### src/sv/vt3_pkg.sv
// Shared types, codes and constants for the vertex transform block.
// No dependencies.
package vt3_pkg;

  localparam int unsigned CoordW  = 32;
  localparam int unsigned OffW    = 33;
  localparam int unsigned TrigW   = 18;
  localparam int unsigned FactW   = 24;
  localparam int unsigned OpW     = 4;
  localparam int unsigned CfgIdxW = 3;
  localparam int unsigned WideW   = 72;
  localparam int unsigned QDepth  = 4;

  localparam int unsigned     FRAC_BITS_DEF     = 16;
  localparam logic [31:0]     MOVE_DISTANCE_DEF = 32'd65536;

  typedef enum logic [OpW-1:0] {
    OP_ROTX       = 4'd0,
    OP_ROTY       = 4'd1,
    OP_ROTZ       = 4'd2,
    OP_SCALE_UP   = 4'd3,
    OP_SCALE_DOWN = 4'd4,
    OP_PERSP      = 4'd5,
    OP_MOVE_L     = 4'd6,
    OP_MOVE_R     = 4'd7,
    OP_MOVE_D     = 4'd8,
    OP_MOVE_U     = 4'd9
  } opcode_t;

  typedef enum logic [CfgIdxW-1:0] {
    REG_CENTER_X    = 3'd0,
    REG_CENTER_Y    = 3'd1,
    REG_CENTER_Z    = 3'd2,
    REG_COS_ANGLE   = 3'd3,
    REG_SIN_ANGLE   = 3'd4,
    REG_UP_FACTOR   = 3'd5,
    REG_DOWN_FACTOR = 3'd6,
    REG_PERSP_RECIP = 3'd7
  } cfg_reg_t;

  typedef enum logic [4:0] {
    K_ROT   = 5'b00001,
    K_SCALE = 5'b00010,
    K_PERSP = 5'b00100,
    K_MOVE  = 5'b01000,
    K_PASS  = 5'b10000
  } kind_t;

  typedef struct packed {
    logic signed [CoordW-1:0] cx;
    logic signed [CoordW-1:0] cy;
    logic signed [CoordW-1:0] cz;
    logic signed [TrigW-1:0]  cos_a;
    logic signed [TrigW-1:0]  sin_a;
    logic [FactW-1:0]         up_f;
    logic [FactW-1:0]         down_f;
    logic signed [CoordW-1:0] recip;
  } cfg_t;

  typedef struct packed {
    logic [OpW-1:0]           op;
    kind_t                    kind;
    logic signed [CoordW-1:0] x;
    logic signed [CoordW-1:0] y;
    logic signed [CoordW-1:0] z;
    logic signed [OffW-1:0]   tx;
    logic signed [OffW-1:0]   ty;
    logic signed [OffW-1:0]   tz;
  } item_t;

  typedef struct packed {
    logic [CoordW-1:0] val;
    logic              sat;
  } clip_t;

  localparam logic signed [WideW-1:0] WideMax = WideW'(64'sh7fffffff);
  localparam logic signed [WideW-1:0] WideMin = WideW'(-64'sh80000000);

  function automatic clip_t sat32(input logic signed [WideW-1:0] v);
    clip_t r;
    r.sat = 1'b0;
    r.val = v[CoordW-1:0];
    if (v > WideMax) begin
      r.val = WideMax[CoordW-1:0];
      r.sat = 1'b1;
    end else if (v < WideMin) begin
      r.val = WideMin[CoordW-1:0];
      r.sat = 1'b1;
    end
    return r;
  endfunction

endpackage

### src/sv/vt3_front.sv
// Front end: takes input beats, classifies the opcode, forms pivot offsets.
// Depends on vt3_pkg.
module vt3_front (
  input  logic                    clk,
  input  logic                    rst,
  input  vt3_pkg::cfg_t           cfg,
  input  logic                    in_valid,
  output logic                    in_stall,
  input  logic [3:0]              opcode,
  input  logic signed [31:0]      x_in,
  input  logic signed [31:0]      y_in,
  input  logic signed [31:0]      z_in,
  output logic                    push,
  output vt3_pkg::item_t          item,
  input  logic                    q_full
);
  import vt3_pkg::*;

  logic  fv;
  item_t fitem;
  item_t item_next;
  logic  load;

  assign push     = fv && !q_full;
  assign in_stall = fv && q_full;
  assign load     = in_valid && !in_stall;
  assign item     = fitem;

  always_comb begin
    item_next.op = opcode;
    item_next.x  = x_in;
    item_next.y  = y_in;
    item_next.z  = z_in;
    item_next.tx = OffW'(x_in) - OffW'(cfg.cx);
    item_next.ty = OffW'(y_in) - OffW'(cfg.cy);
    item_next.tz = OffW'(z_in) - OffW'(cfg.cz);
    case (opcode)
      OP_ROTX, OP_ROTY, OP_ROTZ:                    item_next.kind = K_ROT;
      OP_SCALE_UP, OP_SCALE_DOWN:                   item_next.kind = K_SCALE;
      OP_PERSP:                                     item_next.kind = K_PERSP;
      OP_MOVE_L, OP_MOVE_R, OP_MOVE_D, OP_MOVE_U:   item_next.kind = K_MOVE;
      default:                                      item_next.kind = K_PASS;
    endcase
  end

  always_ff @(posedge clk) begin
    if (rst) begin
      fv <= 1'b0;
    end else if (load) begin
      fv <= 1'b1;
    end else if (push) begin
      fv <= 1'b0;
    end
  end

  always_ff @(posedge clk) begin
    if (load) begin
      fitem <= item_next;
    end
  end

endmodule

### config.mk
export PLATFORM = sky130hd
export DESIGN_NAME = vt3_front
export DESIGN_NICKNAME = d
export VERILOG_FILES = /design/src/sv/vt3_pkg.sv /design/src/sv/vt3_front.sv
export SDC_FILE = /design/constraint.sdc
export NUM_CORES = 1
export LEC_CHECK = 0
export BUFFER_PORTS_ARGS = -buffer_cell sky130_fd_sc_hd__buf_4
export CAP_MARGIN = 25
export CORE_AREA = 3 3 204 206
export CTS_BUF_LIST = sky130_fd_sc_hd__clkbuf_4 sky130_fd_sc_hd__clkbuf_8
export CTS_CLUSTER_DIAMETER = 40
export DETAILED_ROUTE_END_ITERATION = 7
export DIE_AREA = 0 0 207 209
export RECOVER_POWER = 25
export SYNTH_ARGS = -nofsm -noshare
export SYNTH_HDL_FRONTEND = slang
export SYNTH_SLANG_ARGS = --single-unit
### constraint.sdc
create_clock -name clk -period 20.6 [get_ports clk]
set_input_delay 1.03 -clock clk [delete_from_list [all_inputs] [get_ports clk]]
set_output_delay 1.03 -clock clk [all_outputs]
set_load 0.005 [all_outputs]
==> metrics.txt, run 1 <==
DR iter-0 viols=400; CTS tree=yes; Peak VDD IR=0.06098 mV; GR Util All Layers=0.1663; RR Endpoint=item[118]$_DFFE_PP_; post-synthesis register bit count=205; fin. max-slew vios=90; Synth top cells by count=edfxtp_1, inv_1, ha_1, a21oi_1, nand2_1; wire per inst=18.06 um; Die Wd=207 um; top cells by area, synth=edfxtp_1, ha_1, inv_1; combinational power share=0.220; Post-Route WL=37,010 um; Final setup viols=0; clk_lat worst skew=0.58 ns; post-synth cell types=71; status=finished, violations left; post-layout minimum cycle time=4.213 ns; Post-synth EDFFs=204; die span in y=209 um; Post-CTS Resized=0; Final Hold Fails=0; Cell Chain, Critical Path=buf_1 > and2_0 > nor2b_4 > clkbuf_1 > buf_4; layout cell share with drive strength beyond 1=0.2705; Tcrit/Tclk final=0.2045; Worst-Margin Slew=2.616 ns; WP data required=20.79 ns; TritonCTS buffer count=47; sequential share of power=0.402; Worst setup SP type=input pin; initial antenna violation count=4; RSZ-0062 raised after global routing=false; Mapped Cells=1,046; Synth top area share=0.5236; Worst Hold Launch=rst; Hold EP=fv$_SDFFE_PP0P_; flop-to-flop setup slack=16.64 ns; FMAX=237.4 MHz; Post-CTS Setup Inserts=0; clock slew at reported path FFs=0.05 ns; post-synthesis sequential area ratio=0.5253; ys flop type=edfxtp_1; total power=1.309 mW; Synth Warn #=0; Cell Area, Synth=11,700 sq um; area added between synthesis and finish=36.87%; PD cells=81.73 nW/um^2; Critical Path AT=4.41 ns; Max-cap violations=2; Detail Placement HPWL=29,900 um; hold path depth=2; Largest delay share family, worst path=buffers and inverters; power share of the clock group=0.378; CTS hold repair buffers=0; Worst Skew=0.007406 ns; Pint=0.9370 mW; area leader, netlist=edfxtp_1; Crit-path slowest cell=clkbuf_1; vias in the first global route=10,105; crit path max fanout=78; sw power=0.3716 mW; Initial Utilization=0.2938; DIE AREA=43,260 sq um; worst-case clock buffer depth=3; root buffer cell=clkbuf_8; Sw Share=0.2839; violated checks=capacitance limit, slew limit; global-route wire length before repair=56,560 um; setup_tns=0 ns; FFs w/ async S/R, synth=0; grt total ovfl=0; Worst R2R Path Depth=4; top-count cell post-synth=edfxtp_1; Rows=73; Ports=522; WS Path Type=in2reg; pin count of the biggest net entering global routing=79; Mapped Avg Cell Area=11.18 sq um; DRC=0; TritonRoute pass-1 iters=5; fin nets=1,902; origin of the critical flop-to-flop path=fv$_SDFFE_PP0P_; P_leak=6.929 nW; crit path buf inv count=3; Max-slew headroom=-0.7440; Via-to-Cell Ratio=4.736; I/O Buffers=405; H-Tree Level Count=2; Worst Hold Class=in2reg; Antenna Nets Post-Route=0; CP max stage delay=1.83 ns; clock sink count=205; Worst setup EP type=flop; routed via count=9,705; Mapped Nets=1,461; Core ar.=39,820 sq um; GP Congestion=0.8847
## worst max path at each step
stage	depth (start not counted)	to	startpoint	slack (ns)
6_report	5	item[118]$_DFFE_PP_	q_full	16.39
5_1_grt	5	item[42]$_DFFE_PP_	q_full	16.02
4_1_cts	10	item[63]$_DFFE_PP_	cfg[148]	17.47
3_5_place_dp	10	item[63]$_DFFE_PP_	cfg[148]	16.81
3_3_place_gp	10	item[63]$_DFFE_PP_	cfg[148]	16.82
2_1_floorplan	2	item[0]$_DFFE_PP_	q_full	9.58
## layer usage
metal,wire (um),GRT usage,vias to the layer above
met3,3561,0.06981,65
met2,18080,0.2921,395
met1,14460,0.1857,4501
li1,-,-,4738
met5,53,0,-
met4,854,0.04565,6
## registers in the layout, summed over array words and instances, names as in the netlist
| signal | flops |
|---|---|
| item | 204 |
| fv | 1 |
## cell usage in the layout (no fill, tap or decap), types with 16 or more instances in the layout
master / instances
xnor2_1: 50
clkbuf_8: 49
a21o_1: 27
clkbuf_4: 19
o21a_1: 19
o21ai_0: 38
a21oi_1: 90
xor2_1: 37
nand2_1: 82
nor2_1: 54
ha_1: 96
edfxtp_1: 204
inv_1: 120
buf_4: 303
nand4_1: 16
nand3_1: 21
a31oi_1: 16
clkbuf_1: 94
## power by group through the flow
stage | Sequential [mW] | Clock, mW | Combinational, mW
after CTS | 0.527 | 0.514 | 0.300
after global routing | 0.531 | 0.535 | 0.319
final | 0.527 | 0.494 | 0.288
after floorplan | 0.545 | 0 | 0.149
after global placement | 0.534 | 0 | 0.295
after detailed placement | 0.534 | 0 | 0.299
## cells by family after synthesis
group,count (synthesis),synth area share
AOI/OAI and AO/OA,268,0.1526
and+or+nand+nor,249,0.1039
DFF,205,0.5253
buffers and inverters,137,0.04438
adders and majority gates,99,0.1078
xor gates and xnor gates,87,0.06513
muxes,1,0.0008556
## through the flow
stage	hold WS (ns)	setup WS, ns	instances	cell area [sq um]	utilization
finish	0.5995	16.39	2049	16010	0.4021
detailed placement	0.6574	16.81	1963	15360	0.3858
floorplan	0.5906	9.581	1046	11700	-
global placement	0.6455	16.82	1963	15360	0.3858
global route	0.5441	16.02	2048	16010	0.4020
CTS	0.5280	17.47	2048	16370	0.4111
## layout make-up
| cell class | count | area, sq um |
|---|---|---|
| sequential | 205 | 6146 |
| inverter | 120 | 450.4 |
| antenna | 1 | 2.502 |
| clock buffer | 57 | 734.5 |
| multi-input combinational | 704 | 5037 |
| fill | 4004 | 23810 |
| timing repair buffer | 409 | 2714 |
| tap | 525 | 656.9 |
| clock inverter | 28 | 270.3 |
Power figures use the tool's default switching activity.
==> inputs of run 2 (changes only) <==
--- a/config.mk
+++ b/config.mk
@@ -5,13 +5,14 @@
 export SDC_FILE = /design/constraint.sdc
 export NUM_CORES = 1
 export LEC_CHECK = 0
+export ABC_AREA = 1
 export BUFFER_PORTS_ARGS = -buffer_cell sky130_fd_sc_hd__buf_4
 export CAP_MARGIN = 25
-export CORE_AREA = 3 3 204 206
+export CORE_AREA = 3 3 200 202
 export CTS_BUF_LIST = sky130_fd_sc_hd__clkbuf_4 sky130_fd_sc_hd__clkbuf_8
 export CTS_CLUSTER_DIAMETER = 40
 export DETAILED_ROUTE_END_ITERATION = 7
-export DIE_AREA = 0 0 207 209
+export DIE_AREA = 0 0 203 205
 export RECOVER_POWER = 25
 export SYNTH_ARGS = -nofsm -noshare
 export SYNTH_HDL_FRONTEND = slang
==> constraint.sdc (replaced) <==
create_clock -name clk -period 4.1 [get_ports clk]
set_input_delay 0.205 -clock clk [delete_from_list [all_inputs] [get_ports clk]]
set_output_delay 0.205 -clock clk [all_outputs]
set_load 0.005 [all_outputs]
==> metrics.txt, run 2 <==
Worst setup EP type=flop (unchanged); grt total ovfl=0 (unchanged); Synth Warn #=0 (unchanged); layout cell share with drive strength beyond 1=0.1680 (was 0.2705); Largest register FFs=204 (unchanged); worst setup margin=1.945 ns (was 16.39 ns); clock slew at reported path FFs=0.06 ns (was 0.05 ns); Placed Cells incl. Taps=2,824 (was 1,963); WP data required=4.44 ns (was 20.79 ns); CTS hold repair buffers=106 (was 0); clock sink count=205 (unchanged); Worst Skew=0.007292 ns (was 0.007406 ns); crit path from=y_in[0] (was q_full); root buffer cell=clkbuf_8 (unchanged); Mapped Cells=1,900 (was 1,046); RSZ-0062 raised after global routing=false (unchanged); DRC=0 (unchanged); fin. max-slew vios=0 (was 90); area occupied by multi-input gates=5989 sq um (was 5037 sq um); placed inst area=17,660 sq um (was 15,360 sq um); Synth top area share=0.4392 (was 0.5236); FMAX=464.1 MHz; Via-to-Cell Ratio=4.416 (was 4.736); P_leak=10.69 nW (was 6.929 nW); TritonRoute pass-1 iters=5 (unchanged); routed via count=13,275 (was 9,705); Mapped Avg Cell Area=7.341 sq um (was 11.18 sq um); Detail Placement HPWL=35,500 um (was 29,900 um); Tcrit/Tclk final=0.5255; Rows=72 (was 73); fin nets=2,872 (was 1,902); Max-slew headroom=0.3707 (was -0.7440); crit path max fanout=3 (was 78); post-synth cell types=24 (was 71); Max-cap violations=0 (was 2); global-route wire length before repair=68,520 um (was 56,560 um); TritonCTS buffer count=43 (was 47); post-route cell area=19,330 sq um (was 16,010 sq um); I/O Buffers=405 (unchanged); Post-Route WL=44,470 um (was 37,010 um); ys flop type=edfxtp_1 (unchanged); Critical Path AT=2.50 ns (was 4.41 ns); GP Congestion=0.8940 (was 0.8847); origin of the critical flop-to-flop path=fv$_SDFFE_PP0P_ (unchanged); Synth top cells by count=nand2_1, inv_1, edfxtp_1, nor2_1, ha_1 (was edfxtp_1, inv_1, ha_1, a21oi_1, nand2_1); post-layout minimum cycle time=2.155 ns; post-synthesis register bit count=205 (unchanged); Post-CTS Setup Inserts=0 (unchanged); Ports=522 (unchanged); Worst-Margin Slew=0.9440 ns (was 2.616 ns); Peak VDD IR=0.2512 mV (was 0.06098 mV); status=finished clean (was finished, violations left); setup_tns=0 ns (unchanged); GR Util All Layers=0.2093 (was 0.1663); Worst Hold Class=in2reg (unchanged); DIE AREA=41,620 sq um (was 43,260 sq um); area added between synthesis and finish=38.59% (was 36.87%); filler cell count=3,848 (was 4,004); PD cells=346.3 nW/um^2 (was 81.73 nW/um^2); die span in y=205 um (was 209 um); Final Hold Fails=0 (unchanged); area leader, netlist=edfxtp_1 (unchanged); WS Path Type=in2reg (unchanged); ant diodes=0 (was 1); pin count of the biggest net entering global routing=139 (was 79); top cells by area, synth=edfxtp_1, nand2_1, inv_1 (was edfxtp_1, ha_1, inv_1); Cell Area, Synth=13,950 sq um (was 11,700 sq um); Core ar.=38,470 sq um (was 39,820 sq um); Worst setup SP type=input pin (unchanged); Finished Layout Cells=3,006 (was 2,049); Die Wd=203 um (was 207 um); wire per inst=14.80 um (was 18.06 um); initial antenna violation count=1 (was 4); commonest cells after routing, fill and taps aside=nand2_1, inv_1, buf_4 (was buf_4, edfxtp_1, inv_1); Post-CTS Resized=0 (unchanged); Antenna Nets Post-Route=0 (unchanged); vias in the first global route=13,326 (was 10,105); DR iter-0 viols=620 (was 400); post-synthesis sequential area ratio=0.4406 (was 0.5253); worst-case clock buffer depth=3 (unchanged); sequential standard cell area=6146 sq um (unchanged); Post-synth EDFFs=204 (unchanged); commonest non-fill, non-tap cell in the layout=nand2_1 (was buf_4); Worst Hold Launch=cfg[117] (was rst); Mapped Nets=2,315 (was 1,461); top-count cell post-synth=nand2_1 (was edfxtp_1); pre-CTS WS=1.908 ns (was 16.81 ns); H-Tree Level Count=2 (unchanged); clk_lat worst skew=0.59 ns (was 0.58 ns); Final setup viols=0 (unchanged); FFs w/ async S/R, synth=0 (unchanged); Initial Utilization=0.3626 (was 0.2938); CTS tree=yes (unchanged)
run 2: cell count changes in the layout (fill, tap and decap cells not counted), moves of 27 or more:
cell           before  now
nand2_1            82  750
inv_1             120  483
dlygate4sd3_1       0  106
nor2_1             54  129
clkbuf_4           19   68
nand3_1            21   67
xnor2_1            50    6
buf_4             303  266
o21ai_0            38    1
a21oi_1            90   63
run 2: area by class of cell:
type,instances,area share
multi-input combinational,1211,0.3098
clock inverter,18,0.009709
tap,518,0.03353
inverter,483,0.09379
clock buffer,58,0.03773
timing repair buffer,513,0.1975
sequential,205,0.3179
run 2: cells by family (layout without fill, tap and decap cells):
family	count (synthesis)	after routing	share of synthesized area
buffers and inverters	484	1072	0.1305
DFF	205	205	0.4406
adders and majority gates	99	99	0.09042
AOI/OAI and AO/OA	71	71	0.02682
and+or+nand+nor	996	996	0.2834
xor gates and xnor gates	45	45	0.02826
run 2: through the flow:
step	total power [mW]	hold WS, ns	utilization
floorplan	3.558	0.2741	-
global placement	4.313	0.3610	0.4592
detailed placement	4.330	0.3621	0.4592
CTS	6.827	0.008476	0.5106
global route	7.081	0.05067	0.5025
finish	6.694	0.07254	0.5025
run 2: power breakdown:
part	switching, mW	internal, mW
logic	0.977	0.726
registers	0.0541	2.57
clock network	0.962	1.40
run 2: path summary, 6_finish.rpt:
path | end | slack, ns | cells past startpoint
min reg2reg | item[133]$_DFFE_PP_ | 1.03 | 4
min | item[1]$_DFFE_PP_ | 0.07 | 3
max | item[65]$_DFFE_PP_ | 1.95 | 15
max reg2reg | item[181]$_DFFE_PP_ | 2.37 | 4
run 2: worst max-delay path, cell delays in order:
cell and delay [ns]:
dlygate4sd3_1 0.54, clkbuf_4 0.14, inv_1 0.04, ha_1 0.25, fa_1 0.44, inv_1 0.12, nand2_1 0.06, nand2_1 0.08
nand3_1 0.10, nand2_2 0.13, nand2_1 0.08, nand2_2 0.10, nand2_1 0.08, nand3_1 0.08, nand2_1 0.06
run 2: per-layer routing:
metal  vias up  track usage  share of wire
li1       6885            -              -
met1      5879       0.2624           0.44
met2       408       0.3464           0.45
met3       101      0.05292          0.069
met4         2      0.08364          0.038
met5         -            0        0.00029
==> inputs of run 3 (changes only) <==
==> constraint.sdc (replaced) <==
create_clock -name clk -period 2.12 [get_ports clk]
set_input_delay 0.106 -clock clk [delete_from_list [all_inputs] [get_ports clk]]
set_output_delay 0.106 -clock clk [all_outputs]
set_load 0.005 [all_outputs]
==> metrics.txt, run 3 (synthesis gave the netlist of run 2 again) <==
status=finished clean (unchanged); Detail Placement HPWL=35,730 um (was 35,500 um); Max-slew headroom=0.5232 (was 0.3707); wire per inst=14.71 um (was 14.80 um); Worst Skew=0.01391 ns (was 0.007292 ns); layout cell share with drive strength beyond 1=0.1712 (was 0.1680); root buffer cell=clkbuf_8 (unchanged); Max-cap violations=0 (unchanged); Rows=72 (unchanged); Worst setup SP type=flop (was input pin); initial antenna violation count=4 (was 1); post-layout minimum cycle time=1.962 ns; die span in y=205 um (unchanged); DIE AREA=41,620 sq um (unchanged); Core ar.=38,470 sq um (unchanged); worst setup margin=0.1583 ns (was 1.945 ns); Placed Cells incl. Taps=2,827 (was 2,824); DRC=0 (unchanged); P_leak=10.71 nW (was 10.69 nW); RSZ-0062 raised after global routing=false (unchanged); Antenna Nets Post-Route=0 (unchanged); H-Tree Level Count=2 (unchanged); global-route wire length before repair=68,230 um (was 68,520 um); clk_lat worst skew=0.60 ns (was 0.59 ns); RR Endpoint=item[29]$_DFFE_PP_ (was item[181]$_DFFE_PP_); crit path from=fv$_SDFFE_PP0P_ (was y_in[0]); vias in the first global route=13,018 (was 13,326); I/O Buffers=405 (unchanged); Worst R2R Path Depth=5 (was 4); area added between synthesis and finish=39.65% (was 38.59%); pre-CTS WS=0.08076 ns (was 1.908 ns); commonest cells after routing, fill and taps aside=nand2_1, inv_1, buf_4 (unchanged); Final Hold Fails=0 (unchanged); grt total ovfl=0 (unchanged); Worst setup EP type=flop (unchanged); DR iter-0 viols=586 (was 620); pin count of the biggest net entering global routing=72 (was 139); flop-to-flop setup slack=0.16 ns (was 2.37 ns); clock slew at reported path FFs=0.06 ns (about the same); Finished Layout Cells=3,021 (was 3,006); Worst Hold Class=in2reg (unchanged); WP data required=2.39 ns (was 4.44 ns); Post-Route WL=44,430 um (was 44,470 um); CP Capture Point=item[29]$_DFFE_PP_ (was item[65]$_DFFE_PP_); routed via count=13,216 (was 13,275); Worst-Margin Slew=0.7152 ns (was 0.9440 ns); origin of the critical flop-to-flop path=fv$_SDFFE_PP0P_ (unchanged); GP Congestion=0.9102 (was 0.8940); Die Wd=203 um (unchanged); Ports=522 (unchanged); PD cells=675.4 nW/um^2 (was 346.3 nW/um^2); Tcrit/Tclk final=0.9254; commonest non-fill, non-tap cell in the layout=nand2_1 (unchanged); fin. max-slew vios=0 (unchanged); Largest register FFs=204 (unchanged); final core utilization=0.5064 (was 0.5025); Final setup viols=0 (unchanged); Initial Utilization=0.3626 (unchanged); TritonRoute pass-1 iters=5 (unchanged); CTS tree=yes (unchanged); Critical Path AT=2.24 ns (was 2.50 ns); Via-to-Cell Ratio=4.375 (was 4.416); TritonCTS buffer count=47 (was 43); worst-case clock buffer depth=3 (unchanged); WS Path Type=reg2reg (was in2reg); fin nets=2,881 (was 2,872); clock sink count=205 (unchanged); GR Util All Layers=0.2088 (was 0.2093); Peak VDD IR=0.5889 mV (was 0.2512 mV); crit path max fanout=53 (was 3); FMAX=509.8 MHz
## run 3: layout make-up
| cell class | instances | area [sq um] |
|---|---|---|
| flip-flops and latches | 205 | 6146 |
| diodes | 3 | 7.507 |
| well taps | 518 | 648.1 |
| fillers | 3817 | 18990 |
| multi-input cells | 1211 | 5991 |
| repair buffers | 518 | 3879 |
| clock inverters | 26 | 260.3 |
| clock buffers | 57 | 734.5 |
| inverters | 483 | 1813 |
## run 3: what timing repair did
item / CTS / global route
gates resized for setup: 0 / 2
endpoints found under the setup margin: 0 / 3
setup buffers: 0 / 0
hold buffers: 108 / 0
hold endpoints to repair: 141 / 0
## run 3: through the flow
| step | hold slack (ns) | setup TNS [ns] | instance area [sq um] | total power, mW |
|---|---|---|---|---|
| after floorplan | 0.1677 | -353.95 | 13960 | 6.881 |
| after global placement | 0.2555 | 0 | 17730 | 8.357 |
| after detailed placement | 0.2574 | 0 | 17730 | 8.386 |
| after CTS | 0.02818 | 0 | 19800 | 13.45 |
| after global routing | 0.09599 | 0 | 19480 | 13.96 |
| final | 0.09075 | 0 | 19480 | 13.16 |
## run 3: worst min-delay path by stage
stage,from,endpoint,slack (ns),cells after the start
2_1_floorplan,rst,fv$_SDFFE_PP0P_,0.17,1
3_3_place_gp,rst,fv$_SDFFE_PP0P_,0.26,2
3_5_place_dp,rst,fv$_SDFFE_PP0P_,0.26,2
4_1_cts,cfg[178],item[63]$_DFFE_PP_,0.03,5
5_1_grt,cfg[126],item[10]$_DFFE_PP_,0.1,4
6_report,cfg[178],item[63]$_DFFE_PP_,0.09,5
## run 3: critical path, cell delays in order (launching register included)
cell	delay [ns]
dfxtp_1	0.31
nand2_1	0.08
inv_1	0.08
nor2_4	0.14
clkbuf_2	0.59
buf_12	0.36
## run 3: routing by layer
layer,share of wire,vias to the layer above,wire [um],GRT usage
met1,0.43,5823,19200,0.2645
met2,0.47,405,20810,0.3521
li1,-,6903,-,-
met3,0.069,83,3061,0.04688
met5,0.00029,-,13,0
met4,0.030,2,1352,0.07325
## run 3: power breakdown
| part | switching [mW] | total, mW | internal (mW) |
|---|---|---|---|
| registers | 0.110 | 5.08 | 4.97 |
| logic | 1.88 | 3.30 | 1.42 |
| clock network | 1.99 | 4.78 | 2.79 |
