### config.mk
export PLATFORM = sky130hd
export DESIGN_NAME = vt3_fifo
export DESIGN_NICKNAME = d
export VERILOG_FILES = /design/src/sv/vt3_pkg.sv /design/src/sv/vt3_fifo.sv
export SDC_FILE = /design/constraint.sdc
export NUM_CORES = 1
export LEC_CHECK = 0
export BUFFER_PORTS_ARGS = -buffer_cell sky130_fd_sc_hd__clkbuf_2
export CAP_MARGIN = 20
export CORE_ASPECT_RATIO = 1.5
export CORE_MARGIN = 10
export CORE_UTILIZATION = 33
export DETAILED_ROUTE_END_ITERATION = 6
export PLACE_DENSITY = 0.6
export REMOVE_ABC_BUFFERS = 1
export SLEW_MARGIN = 20
export SYNTH_ARGS = -nofsm -noshare
export SYNTH_HDL_FRONTEND = slang
export SYNTH_SLANG_ARGS = --single-unit
### constraint.sdc
create_clock -name clk -period 5.35 [get_ports clk]
set_clock_uncertainty 0.05 [all_clocks]
set_input_delay 0.535 -clock clk [delete_from_list [all_inputs] [get_ports clk]]
set_output_delay 0.535 -clock clk [all_outputs]
set_load 0.01 [all_outputs]
### src/sv/vt3_pkg.sv
// Shared types, codes and constants for the vertex transform block.
// No dependencies.
package vt3_pkg;

  localparam int unsigned CoordW  = 32;
  localparam int unsigned OffW    = 33;
  localparam int unsigned TrigW   = 18;
  localparam int unsigned FactW   = 24;
  localparam int unsigned OpW     = 4;
  localparam int unsigned CfgIdxW = 3;
  localparam int unsigned WideW   = 72;
  localparam int unsigned QDepth  = 4;

  localparam int unsigned     FRAC_BITS_DEF     = 16;
  localparam logic [31:0]     MOVE_DISTANCE_DEF = 32'd65536;

  typedef enum logic [OpW-1:0] {
    OP_ROTX       = 4'd0,
    OP_ROTY       = 4'd1,
    OP_ROTZ       = 4'd2,
    OP_SCALE_UP   = 4'd3,
    OP_SCALE_DOWN = 4'd4,
    OP_PERSP      = 4'd5,
    OP_MOVE_L     = 4'd6,
    OP_MOVE_R     = 4'd7,
    OP_MOVE_D     = 4'd8,
    OP_MOVE_U     = 4'd9
  } opcode_t;

  typedef enum logic [CfgIdxW-1:0] {
    REG_CENTER_X    = 3'd0,
    REG_CENTER_Y    = 3'd1,
    REG_CENTER_Z    = 3'd2,
    REG_COS_ANGLE   = 3'd3,
    REG_SIN_ANGLE   = 3'd4,
    REG_UP_FACTOR   = 3'd5,
    REG_DOWN_FACTOR = 3'd6,
    REG_PERSP_RECIP = 3'd7
  } cfg_reg_t;

  typedef enum logic [4:0] {
    K_ROT   = 5'b00001,
    K_SCALE = 5'b00010,
    K_PERSP = 5'b00100,
    K_MOVE  = 5'b01000,
    K_PASS  = 5'b10000
  } kind_t;

  typedef struct packed {
    logic signed [CoordW-1:0] cx;
    logic signed [CoordW-1:0] cy;
    logic signed [CoordW-1:0] cz;
    logic signed [TrigW-1:0]  cos_a;
    logic signed [TrigW-1:0]  sin_a;
    logic [FactW-1:0]         up_f;
    logic [FactW-1:0]         down_f;
    logic signed [CoordW-1:0] recip;
  } cfg_t;

  typedef struct packed {
    logic [OpW-1:0]           op;
    kind_t                    kind;
    logic signed [CoordW-1:0] x;
    logic signed [CoordW-1:0] y;
    logic signed [CoordW-1:0] z;
    logic signed [OffW-1:0]   tx;
    logic signed [OffW-1:0]   ty;
    logic signed [OffW-1:0]   tz;
  } item_t;

  typedef struct packed {
    logic [CoordW-1:0] val;
    logic              sat;
  } clip_t;

  localparam logic signed [WideW-1:0] WideMax = WideW'(64'sh7fffffff);
  localparam logic signed [WideW-1:0] WideMin = WideW'(-64'sh80000000);

  function automatic clip_t sat32(input logic signed [WideW-1:0] v);
    clip_t r;
    r.sat = 1'b0;
    r.val = v[CoordW-1:0];
    if (v > WideMax) begin
      r.val = WideMax[CoordW-1:0];
      r.sat = 1'b1;
    end else if (v < WideMin) begin
      r.val = WideMin[CoordW-1:0];
      r.sat = 1'b1;
    end
    return r;
  endfunction

endpackage

### src/sv/vt3_fifo.sv
// Short queue between front and back ends.
// Depends on vt3_pkg.
module vt3_fifo #(
  parameter int unsigned DEPTH = vt3_pkg::QDepth
) (
  input  logic           clk,
  input  logic           rst,
  input  logic           push,
  input  vt3_pkg::item_t din,
  output logic           full,
  input  logic           pop,
  output vt3_pkg::item_t dout,
  output logic           nonempty
);
  import vt3_pkg::*;

  localparam int unsigned AW = (DEPTH > 1) ? $clog2(DEPTH) : 1;

  item_t         mem [DEPTH];
  logic [AW-1:0] wr;
  logic [AW-1:0] rd;
  logic [AW:0]   cnt;

  assign full     = cnt == (AW+1)'(DEPTH);
  assign nonempty = cnt != '0;
  assign dout     = mem[rd];

  always_ff @(posedge clk) begin
    if (rst) begin
      wr  <= '0;
      rd  <= '0;
      cnt <= '0;
    end else begin
      if (push) begin
        wr <= (wr == AW'(DEPTH - 1)) ? '0 : wr + 1'b1;
      end
      if (pop) begin
        rd <= (rd == AW'(DEPTH - 1)) ? '0 : rd + 1'b1;
      end
      if (push && !pop) begin
        cnt <= cnt + 1'b1;
      end else if (pop && !push) begin
        cnt <= cnt - 1'b1;
      end
    end
  end

  always_ff @(posedge clk) begin
    if (push) begin
      mem[wr] <= din;
    end
  end

endmodule

==> metrics, run 1 <==
number of pins exceeding their max-slew limit in the final report 0; nets 1911; Avg WL per Cell 23.0 um; final standard cell utilization of the core 0.412; family with the most delay on the worst path flip-flops; maximum capacitance violations 0; via-per-instance ratio 4.76; CTS H-tree depth 3; drc violations 0; Post-DRT Antenna Nets 0; Power Dens Cells 385 nW/um2; Final Worst Setup Slack 1.94 ns; count of buffers inserted at the top-level ports 413; global-route congestion overflow total 0; Worst setup EP type output port; final std cell area, no fill 37100 um2; area delta synth->final 24.2%; type of the worst min-delay path input pin to flip-flop; #FFs+latches synth 825; leading cell types by total area after synthesis sky130_fd_sc_hd__edfxtp_1 (82%), sky130_fd_sc_hd__mux4_2 (15%), sky130_fd_sc_hd__buf_6 (0.72%), sky130_fd_sc_hd__dfxtp_1 (0.60%), sky130_fd_sc_hd__buf_2 (0.37%); number of rows created at floorplan 135; count of different cell masters after synthesis 17; cell at the slowest stage of the critical path sky130_fd_sc_hd__dfxtp_4; gr usage total 0.130; Final setup viols 0; data arrival time at the worst-slack endpoint 2.83 ns; Starting Density 0.332; Area after DPL 33300 um2; most frequent cell after synthesis sky130_fd_sc_hd__edfxtp_1; Worst R2R Start wr[0]; maximum fanout along the worst path 66; Stages on worst setup path 3; register area share after synthesis 0.826; CORE AREA 90000 um2; TritonCTS clock tree yes; area share of the largest cell type after synthesis 0.820; share of layout cells above drive strength 1 0.432; Detailed Place HPWL 42100 um; total CTS buffers 80; pre-CTS worst setup slack 2.56 ns; filler cell count 7782; most numerous cell types in the synthesized netlist sky130_fd_sc_hd__edfxtp_1 (816), sky130_fd_sc_hd__mux4_2 (204), sky130_fd_sc_hd__buf_2 (22); worst setup path category flip-flop to output port; worst path buffer plus inverter count 2; minimum period implied by the final worst setup slack 3.41 ns; # clock sinks 825; global-route wire length before repair 101000 um; startpoint of the most critical hold path din[177]; post_cts resized 0; root buf cell sky130_fd_sc_hd__clkbuf_16; cell area after technology mapping 29900 um2; Critical Path Start Type flip-flop; vias in the first global route 15400; Worst Hold Depth 1; required time of the critical path 4.76 ns; wire length after detailed routing 67200 um; initial antenna violation count 10; setup total negative slack 0 ns; num ports 414; height of the die 389 um; CTS clk-pin slew, worst paths 0.06 ns; highest attainable clock frequency 293 MHz; most used flip-flop cell after synthesis sky130_fd_sc_hd__edfxtp_1; leakage power total 0.0124 uW; x dimension of the die 266 um; synthesized instance count 1110; IR Drop Worst-Case VDD 298 uV; clk_lat worst skew 0.65 ns; 1st-pass router iterations 6; run status finished clean; post-route fraction of the period consumed by the critical path 0.637; relative max-transition margin 0.297; Mean Syn Cell Area 26.9 um2; async set or reset register ratio after synthesis 0; final count of hold timing violations 0; Die Footprint 103000 um2; largest net degree at the start of global routing 146; GPL Wtd Cong 0.713; count of synthesis-stage warnings from yosys 0; maximum number of buffers from clock root to sink 3; Worst Reg2Reg Path Length in Cells 4; transition time at the pin with the least slew margin 1.05 ns; setup repair after global routing missed its margin false; maximum cell stage delay along the critical path 0.95 ns; total number of vias 13900; cell accounting for the most synthesized area sky130_fd_sc_hd__edfxtp_1; worst hold margin 0.0573 ns; flop2flop setup slack 2.87 ns; number of synthesized flops with an enable pin 816; ordered cell list for the critical path buf_12, mux4_2, clkbuf_2; drt first-iter violations 813
[timing repair]
item | 4_1_cts | 5_1_grt
hold buffers | 120 | 0
hold endpoints to repair | 424 | 0
buffers inserted | 0 | 0
[area by class of cell]
| class | instances | area [um2] | area share |
|---|---|---|---|
| Sequential cell | 825 | 24700 | 0.665 |
| Multi-Input combinational cell | 235 | 4850 | 0.131 |
| Timing Repair Buffer | 550 | 3530 | 0.0952 |
| Clock buffer | 94 | 2100 | 0.0565 |
| Tap cell | 1164 | 1460 | 0.0392 |
| Clock inverter | 50 | 459 | 0.0124 |
| Inverter | 4 | 15.0 | 0.000405 |
| Antenna cell | 2 | 5.00 | 0.000135 |
[power by group]
group	internal (uW)	switching, uW
Combinational	571	705
Sequential	7410	81.3
Clock	3120	2390
Total	11100	3180
[cell families (layout without fill, tap and decap cells)]
group / count (synthesis) / count (layout) / share of synthesized area
compound gates: 3 / 3 / 0.000502
xor+xnor: 2 / 2 / 0.000586
fa+ha+maj: 7 / 7 / 0.00318
buf+inv: 50 / 698 / 0.0120
flops: 825 / 825 / 0.826
mux: 208 / 208 / 0.155
other cells: 0 / 2 / 0
simple gates: 15 / 15 / 0.00264
[routing by layer]
| layer | GRT usage | share of wire |
|---|---|---|
| met3 | 0.0394 | 0.071 |
| met5 | 0 | 0.0010 |
| met4 | 0.0622 | 0.034 |
| met1 | 0.149 | 0.38 |
| met2 | 0.220 | 0.52 |
[registers in the layout, indices dropped and copies added, names as in the netlist, named ones only]
register,cells
rd,2
mem,816
cnt,3
wr,2
[through the flow]
stage	instances	power, uW
finish	2924	14300
detailed placement	2658	8880
CTS	2922	14500
global placement	2658	8840
global route	2924	14800
floorplan	1064	8410
[cell usage in the layout, fill, tap and decap left out, types with 6 or more instances in the layout]
cell	synthesis	routed
sky130_fd_sc_hd__dlygate4sd3_1	0	120
sky130_fd_sc_hd__nor2_1	7	7
sky130_fd_sc_hd__clkinv_1	0	13
sky130_fd_sc_hd__buf_12	0	11
sky130_fd_sc_hd__edfxtp_1	816	816
sky130_fd_sc_hd__dfxtp_1	9	7
sky130_fd_sc_hd__mux4_2	204	204
sky130_fd_sc_hd__buf_4	0	6
sky130_fd_sc_hd__clkinv_2	0	19
sky130_fd_sc_hd__clkbuf_1	5	12
sky130_fd_sc_hd__ha_1	6	6
sky130_fd_sc_hd__clkbuf_2	0	413
sky130_fd_sc_hd__bufinv_16	0	6
sky130_fd_sc_hd__clkbuf_16	0	82
[worst paths after layout]
check | end
max reg2reg | mem[0][86]
min | mem[3][177]
min reg2reg | flip-flop
max | dout[126]
Power figures use the tool's default switching activity.
==> inputs of run 2 (changes only) <==
--- a/config.mk
+++ b/config.mk
@@ -5,13 +5,14 @@
 export SDC_FILE = /design/constraint.sdc
 export NUM_CORES = 1
 export LEC_CHECK = 0
+export ABC_AREA = 1
 export BUFFER_PORTS_ARGS = -buffer_cell sky130_fd_sc_hd__clkbuf_2
 export CAP_MARGIN = 20
 export CORE_ASPECT_RATIO = 1.5
 export CORE_MARGIN = 10
 export CORE_UTILIZATION = 33
 export DETAILED_ROUTE_END_ITERATION = 6
-export PLACE_DENSITY = 0.6
+export PLACE_DENSITY = 0.58
 export REMOVE_ABC_BUFFERS = 1
 export SLEW_MARGIN = 20
 export SYNTH_ARGS = -nofsm -noshare
==> constraint.sdc (replaced) <==
create_clock -name clk -period 3.5 [get_ports clk]
set_clock_uncertainty 0.05 [all_clocks]
set_input_delay 0.35 -clock clk [delete_from_list [all_inputs] [get_ports clk]]
set_output_delay 0.35 -clock clk [all_outputs]
set_load 0.01 [all_outputs]
==> run 2 against run 1 <==
Register-to-register slack got worse by 1.4 ns. Non-clock buffer count rose by 107. Flip-flop and latch count did not move. Highest routed layer unchanged.
==> metrics, run 2 <==
cell accounting for the most synthesized area sky130_fd_sc_hd__edfxtp_1; Die Footprint 105000 um2 (+1.8%); nets 2853 (+49%); largest net degree at the start of global routing 195 (+34%); final count of hold timing violations 0 (unchanged); maximum capacitance violations 0 (unchanged); area share of the largest cell type after synthesis 0.805 (-0.0152); Post-DRT Antenna Nets 0 (unchanged); startpoint of the most critical hold path din[95]; minimum period implied by the final worst setup slack 2.99 ns; most frequent cell after synthesis sky130_fd_sc_hd__edfxtp_1; highest attainable clock frequency 334 MHz; CTS clk-pin slew, worst paths 0.06 ns (about the same); wire length on met2 40900 um (+18%); top flop regs mem: 816 flops, cnt: 3 flops; proportion of power drawn by the clock network 0.382 (-0.004); maximum number of buffers from clock root to sink 3 (unchanged); share of layout cells above drive strength 1 0.213 (-0.219); power dissipated by switching net loads 5370 uW (+69%); TritonCTS clock tree yes; area delta synth->final 26.9%; proportion of total power due to net switching 0.241 (+0.0179); total internal power 16900 uW (+53%); Critical Path Start Type flip-flop; maximum fanout along the worst path 133 (+100%); terminating pin of the worst hold path mem[1][95]; count of buffers inserted at the top-level ports 413 (unchanged); sequential share of power 0.511 (-0.014); Worst Hold Depth 2 (+1); most common cell after layout, fill and taps aside sky130_fd_sc_hd__edfxtp_1; count of different cell masters after synthesis 20 (+3); CTS H-tree depth 3 (unchanged); # clock sinks 825 (unchanged); transition time at the pin with the least slew margin 0.947 ns (-0.107 ns); total length of routed met3 wires 4970 um (+4.2%); number of rows created at floorplan 136 (+0.74%); setup repair after global routing missed its margin false; via-per-instance ratio 4.98 (+4.7%); Met1 Wirelength 31900 um (+26%); Final Worst Setup Slack 0.508 ns (-1.43 ns); most used flip-flop cell after synthesis sky130_fd_sc_hd__edfxtp_1; relative contribution of combinational cells to total power 0.107 (+0.018); num ports 414 (unchanged); data arrival time at the worst-slack endpoint 2.59 ns (-0.24 ns); total number of vias 19300 (+39%); cell at the slowest stage of the critical path sky130_fd_sc_hd__buf_4; Power Dens Cells 577 nW/um2 (+50%); leading cell types in the layout, fill and taps excluded sky130_fd_sc_hd__edfxtp_1 (816), sky130_fd_sc_hd__nor2_1 (417), sky130_fd_sc_hd__clkbuf_2 (413), sky130_fd_sc_hd__o21ai_0 (382), sky130_fd_sc_hd__dlygate4sd3_1 (207); number of synthesized flops with an enable pin 816 (unchanged); uppermost routed layer met5; drt first-iter violations 1529 (+88%); ordered cell list for the critical path clkinv_8, buf_4, o21ai_0, o22ai_1, clkbuf_2; post-CTS repair timing setup buffer count 0 (unchanged); gr usage total 0.150 (+0.0197); initial antenna violation count 11 (+1); maximum cell stage delay along the critical path 0.40 ns (-0.55 ns); vias in the first global route 19900 (+29%); post-route fraction of the period consumed by the critical path 0.855; drc violations 0 (unchanged); root buf cell sky130_fd_sc_hd__clkbuf_16; IR Drop Worst-Case VDD 459 uV (+54%); flip-flop count of the largest register, all copies and words added 816 (unchanged); Worst R2R Start wr[0]; number of pins exceeding their max-slew limit in the final report 0 (unchanged); Starting Density 0.333 (+0.000675); filler cell count 8185 (+5.2%); capture point of the worst reg-to-reg path mem[3][119]; Mean Syn Cell Area 15.0 um2 (-44%); #FFs+latches synth 825 (unchanged); Avg WL per Cell 20.6 um (-10%); leading cell types by total area after synthesis sky130_fd_sc_hd__edfxtp_1 (80%), sky130_fd_sc_hd__o21ai_0 (6.3%), sky130_fd_sc_hd__nor2_1 (5.1%), sky130_fd_sc_hd__o22ai_1 (4.2%), sky130_fd_sc_hd__clkbuf_1 (1.0%); pre-CTS worst setup slack 1.21 ns (-1.35 ns); type of the worst min-delay path input pin to flip-flop; run status finished clean; clk_lat worst skew 0.66 ns (about the same); global-route congestion overflow total 0 (unchanged); required time of the critical path 3.10 ns (-1.66 ns); total CTS buffers 81 (+1.3%); leakage power total 0.0135 uW (+8.4%); 1st-pass router iterations 7 (+1); wire length after detailed routing 80000 um (+19%); x dimension of the die 268 um (+0.87%); Final setup viols 0 (unchanged); synthesized instance count 2032 (+83%); post_cts resized 0 (unchanged); GPL Wtd Cong 0.755 (+5.9%); Worst setup EP type output port; global-route wire length before repair 121000 um (+20%); worst setup path category flip-flop to output port; height of the die 392 um (+0.89%); Detailed Place HPWL 47800 um (+14%); flop2flop setup slack 1.43 ns (-1.44 ns); register area share after synthesis 0.811 (-0.0153); relative max-transition margin 0.369 (+0.0715); CORE AREA 91500 um2 (+1.7%); total power consumption of the routed design 22300 uW (+56%); most numerous cell types in the synthesized netlist sky130_fd_sc_hd__edfxtp_1 (816), sky130_fd_sc_hd__nor2_1 (417), sky130_fd_sc_hd__o21ai_0 (382); cell area after technology mapping 30400 um2 (+1.9%); async set or reset register ratio after synthesis 0 (unchanged); count of synthesis-stage warnings from yosys 0 (unchanged); Biggest register mem; Worst Reg2Reg Path Length in Cells 4 (unchanged)
run 2: cell count changes in the layout (fill, tap and decap cells not counted), moves of 5 or more:
| cell | previous run | this run |
|---|---|---|
| sky130_fd_sc_hd__o21ai_1 | 0 | 29 |
| sky130_fd_sc_hd__diode_2 | 2 | 9 |
| sky130_fd_sc_hd__nand2_1 | 0 | 9 |
| sky130_fd_sc_hd__nor2_1 | 7 | 417 |
| sky130_fd_sc_hd__clkinv_2 | 19 | 14 |
| sky130_fd_sc_hd__dlygate4sd3_1 | 120 | 207 |
| sky130_fd_sc_hd__clkbuf_1 | 12 | 17 |
| sky130_fd_sc_hd__inv_1 | 4 | 10 |
| sky130_fd_sc_hd__mux4_2 | 204 | 0 |
| sky130_fd_sc_hd__buf_12 | 11 | 22 |
| sky130_fd_sc_hd__buf_4 | 6 | 15 |
| sky130_fd_sc_hd__o22ai_1 | 0 | 204 |
| sky130_fd_sc_hd__o21ai_0 | 1 | 382 |
run 2: metrics by stage:
step | setup TNS, ns | area (um2) | hold slack [ns] | cells | util
after floorplan | -2986.16 | 29800 | 0.372 | 1898 | -
after global placement | 0 | 34000 | 0.448 | 3521 | 0.371
after detailed placement | 0 | 34000 | 0.482 | 3521 | 0.371
after CTS | 0 | 38600 | 0.307 | 3875 | 0.422
after global routing | 0 | 38600 | 0.353 | 3883 | 0.422
final | 0 | 38600 | 0.392 | 3884 | 0.422
run 2: worst max-delay path by stage:
stage           endpoint  slack (ns)
2_1_floorplan    dout[0]       -8.24
3_3_place_gp   dout[175]        1.19
3_5_place_dp   dout[175]        1.21
4_1_cts        dout[175]        0.45
5_1_grt         dout[86]        0.30
6_report        dout[91]        0.51
run 2: metal layers:
layer  GRT usage  vias up
met3      0.0338      123
met2       0.258      587
met1       0.179     9677
met5           0        -
li1            -     8949
met4      0.0605        6
run 2: final cells by class:
class / count / area [um2] / share of cell area
flip-flops and latches: 825 / 24700 / 0.639
well taps: 1173 / 1470 / 0.0380
clock inverters: 49 / 489 / 0.0127
repair buffers: 657 / 4690 / 0.121
diodes: 9 / 22.5 / 0.000583
inverters: 16 / 108 / 0.00278
multi-input cells: 1057 / 5080 / 0.131
clock buffers: 98 / 2090 / 0.0541
run 2: logic make-up (layout without fill, tap and decap cells):
group                    Yosys count  in the layout  share of synthesized area
other                              0              9                          0
AND/OR/NAND/NOR                  431            431                     0.0534
adder cells (fa/ha/maj)            7              7                    0.00312
AO/OA/AOI/OAI                    618            618                      0.110
buffers and inverters            150            820                     0.0226
XOR/XNOR                           1              1                   0.000288
flip-flops                       825            825                      0.811
run 2: power by group through the flow:
stage / clock network, uW / registers [uW] / logic, uW
3_3_place_gp: 0 / 11600 / 2170
6_report: 8520 / 11400 / 2390
4_1_cts: 8790 / 11400 / 2440
5_1_grt: 9160 / 11400 / 2620
2_1_floorplan: 0 / 11700 / 1020
3_5_place_dp: 0 / 11600 / 2220
run 2: critical path: cells and delay by family, from the launching register on:
kind | cells | cell delay, ns
flip-flops | 1 | 0.38
buffers and inverters | 3 | 0.97
AO/OA/AOI/OAI | 2 | 0.39
run 2: timing repair:
item	in CTS	in global routing
endpoints found under the hold margin	825	0
setup endpoints to repair	0	0
hold buffers	207	0
==> inputs of run 3 (changes only) <==
--- a/config.mk
+++ b/config.mk
@@ -8,11 +8,14 @@
 export ABC_AREA = 1
 export BUFFER_PORTS_ARGS = -buffer_cell sky130_fd_sc_hd__clkbuf_2
 export CAP_MARGIN = 20
+export CELL_PAD_IN_SITES_DETAIL_PLACEMENT = 2
+export CELL_PAD_IN_SITES_GLOBAL_PLACEMENT = 2
 export CORE_ASPECT_RATIO = 1.5
 export CORE_MARGIN = 10
 export CORE_UTILIZATION = 33
 export DETAILED_ROUTE_END_ITERATION = 6
-export PLACE_DENSITY = 0.58
+export MAX_ROUTING_LAYER = met4
+export PLACE_DENSITY = 0.73
 export REMOVE_ABC_BUFFERS = 1
 export SLEW_MARGIN = 20
 export SYNTH_ARGS = -nofsm -noshare
==> run 3 against run 2 <==
Critical path type unchanged. Die area is the same. Total power grew 5.7%. Fmax shrank 7.3%. Critical endpoint is now dout[116]. Global-route usage grew 5.1 points. Count of clock-buffer cells in the layout grew 2. Register-to-register slack lost 0.15 ns. Highest routed layer is now met4. Setup slack lost 0.24 ns. Sequential share of layout area shrank 0.51 points. Largest power group unchanged. Routed wire length grew 31%.
==> metrics, run 3 (synthesis results as in run 2) <==
Detailed Place HPWL 60700 um (+27%); terminating pin of the worst hold path mem[0][9]; minimum period implied by the final worst setup slack 3.23 ns (+0.236 ns); run status finished clean; share of layout cells above drive strength 1 0.214 (+0.000478); Biggest register mem; CTS clk-pin slew, worst paths 0.06 ns (about the same); area of combinational cells with multiple inputs 5080 um2 (unchanged); Worst Hold Depth 2 (unchanged); Starting Density 0.333 (unchanged); area delta synth->final 27.9%; GPL Wtd Cong 0.804 (+6.4%); placed cells 3518 (-0.085%); height of the die 392 um (unchanged); 1st-pass router iterations 4 (-3); Worst R2R Start wr[1]; number of rows created at floorplan 136 (unchanged); worst hold margin 0.395 ns (+0.00300 ns); post_cts resized 0 (unchanged); startpoint of the most critical hold path din[9]; Worst Reg2Reg Path Length in Cells 5 (+1); flop2flop setup slack 1.28 ns (-0.15 ns); number of pins exceeding their max-slew limit in the final report 0 (unchanged); data arrival time at the worst-slack endpoint 2.83 ns (+0.24 ns); Final setup viols 0 (unchanged); count of buffers inserted at the top-level ports 413 (unchanged); capture point of the worst reg-to-reg path mem[1][47]; power dissipated by switching net loads 5830 uW (+8.7%); Post-DRT Antenna Nets 0 (unchanged); most common cell after layout, fill and taps aside sky130_fd_sc_hd__edfxtp_1; setup repair after global routing missed its margin false; largest net degree at the start of global routing 253 (+30%); top flop regs mem: 816 flops, cnt: 3 flops; Final Worst Setup Slack 0.273 ns (-0.236 ns); relative max-transition margin 0.400 (+0.0311); maximum number of buffers from clock root to sink 3 (unchanged); CTS H-tree depth 3 (unchanged); vias in the first global route 23000 (+16%); global-route congestion overflow total 0 (unchanged); post-CTS repair timing setup buffer count 0 (unchanged); wire length after detailed routing 105000 um (+31%); drc violations 0 (unchanged); drt first-iter violations 1380 (-9.7%); setup total negative slack 0 ns (unchanged); maximum capacitance violations 0 (unchanged); post-route fraction of the period consumed by the critical path 0.922 (+0.0674); via-per-instance ratio 5.14 (+3.2%); final count of hold timing violations 0 (unchanged); Worst setup EP type output port; sequential share of power 0.485 (-0.026); filler cell count 8935 (+9.2%); Non-Filler Instances 3897 (+0.33%); gr usage total 0.201 (+0.0514); proportion of power drawn by the clock network 0.406 (+0.024); pre-CTS worst setup slack 0.926 ns (-0.280 ns); num ports 414 (unchanged); leading cell types in the layout, fill and taps excluded sky130_fd_sc_hd__edfxtp_1 (816), sky130_fd_sc_hd__nor2_1 (417), sky130_fd_sc_hd__clkbuf_2 (413), sky130_fd_sc_hd__o21ai_0 (382), sky130_fd_sc_hd__dlygate4sd3_1 (207); root buf cell sky130_fd_sc_hd__clkbuf_16; worst setup path category flip-flop to output port; final standard cell utilization of the core 0.425 (+0.00340); Power Dens Cells 606 nW/um2 (+4.9%); nets 2855 (+0.070%); required time of the critical path 3.10 ns (about the same); total number of vias 20000 (+3.6%); total internal power 17800 uW (+4.8%); global-route wire length before repair 153000 um (+26%); maximum fanout along the worst path 153 (+15%); # clock sinks 825 (unchanged); Avg WL per Cell 27.0 um (+31%); total CTS buffers 84 (+3.7%); CORE AREA 91500 um2 (unchanged); TritonCTS clock tree yes; leakage power total 0.0136 uW (+1.1%); initial antenna violation count 14 (+3); flip-flop count of the largest register, all copies and words added 816 (unchanged); x dimension of the die 268 um (unchanged); Critical Path Start Type flip-flop; relative contribution of combinational cells to total power 0.109 (+0.002); highest attainable clock frequency 310 MHz (-7.3%); FF/Latch Area 24700 um2 (unchanged); type of the worst min-delay path input pin to flip-flop; proportion of total power due to net switching 0.247 (+0.00681); IR Drop Worst-Case VDD 452 uV (-1.6%); clk_lat worst skew 0.65 ns (about the same); Die Footprint 105000 um2 (unchanged); transition time at the pin with the least slew margin 0.900 ns (-0.0467 ns)
[run 3: changes by cell type in the layout (fill, tap and decap cells not counted), sizes merged]
cell / previous run / this run
buf: 37 / 35
bufinv: 7 / 15
clkbuf: 511 / 514
clkinv: 32 / 37
clkinvlp: 4 / 3
diode: 9 / 14
inv: 22 / 17
[run 3: layer usage]
layer | share of wire | GRT usage | routed length [um] | up-vias
li1 | - | - | - | 8951
met1 | 0.37 | 0.211 | 39100 | 10300
met2 | 0.54 | 0.363 | 57100 | 567
met3 | 0.046 | 0.0355 | 4850 | 178
met4 | 0.038 | 0.0900 | 4010 | 0
met5 | 0 | - | 0 | -
[run 3: layout make-up]
| type | count | share of cell area |
|---|---|---|
| diodes | 14 | 0.000899 |
| clock buffers | 100 | 0.0566 |
| clock inverters | 56 | 0.0175 |
| inverters | 16 | 0.00276 |
| multi-input cells | 1057 | 0.130 |
| flip-flops and latches | 825 | 0.634 |
| well taps | 1173 | 0.0377 |
| repair buffers | 656 | 0.120 |
[run 3: power groups by stage]
| stage | sequential [uW] | combinational (uW) | clock [uW] |
|---|---|---|---|
| floorplan | 11700 | 1020 | 0 |
| global placement | 11600 | 2230 | 0 |
| detailed placement | 11600 | 2350 | 0 |
| CTS | 11400 | 2580 | 9740 |
| global route | 11500 | 2800 | 10200 |
| finish | 11400 | 2570 | 9590 |
[run 3: critical path: stages (launching register included)]
cell and delay, ns:
sky130_fd_sc_hd__dfxtp_4 0.41, sky130_fd_sc_hd__clkinv_8 0.45, sky130_fd_sc_hd__buf_12 0.45, sky130_fd_sc_hd__o21ai_0 0.29, sky130_fd_sc_hd__o22ai_1 0.17, sky130_fd_sc_hd__clkbuf_2 0.16
[run 3: worst max path at each step]
stage | end | slack (ns)
final | dout[116] | 0.27
after global routing | dout[90] | 0.11
after CTS | dout[100] | 0.16
after detailed placement | dout[100] | 0.93
after global placement | dout[100] | 0.97
after floorplan | dout[0] | -8.24
[run 3: per-stage QoR]
| step | total power [uW] | area, um2 |
|---|---|---|
| after floorplan | 12800 | 29800 |
| after global placement | 13800 | 33900 |
| after detailed placement | 14000 | 33900 |
| after CTS | 23800 | 38900 |
| after global routing | 24400 | 38900 |
| final | 23600 | 38900 |
[run 3: what timing repair did]
| action | CTS | global route |
|---|---|---|
| hold endpoints to repair | 824 | 0 |
| setup endpoints to repair | 0 | 1 |
| hold buffers | 207 | 0 |
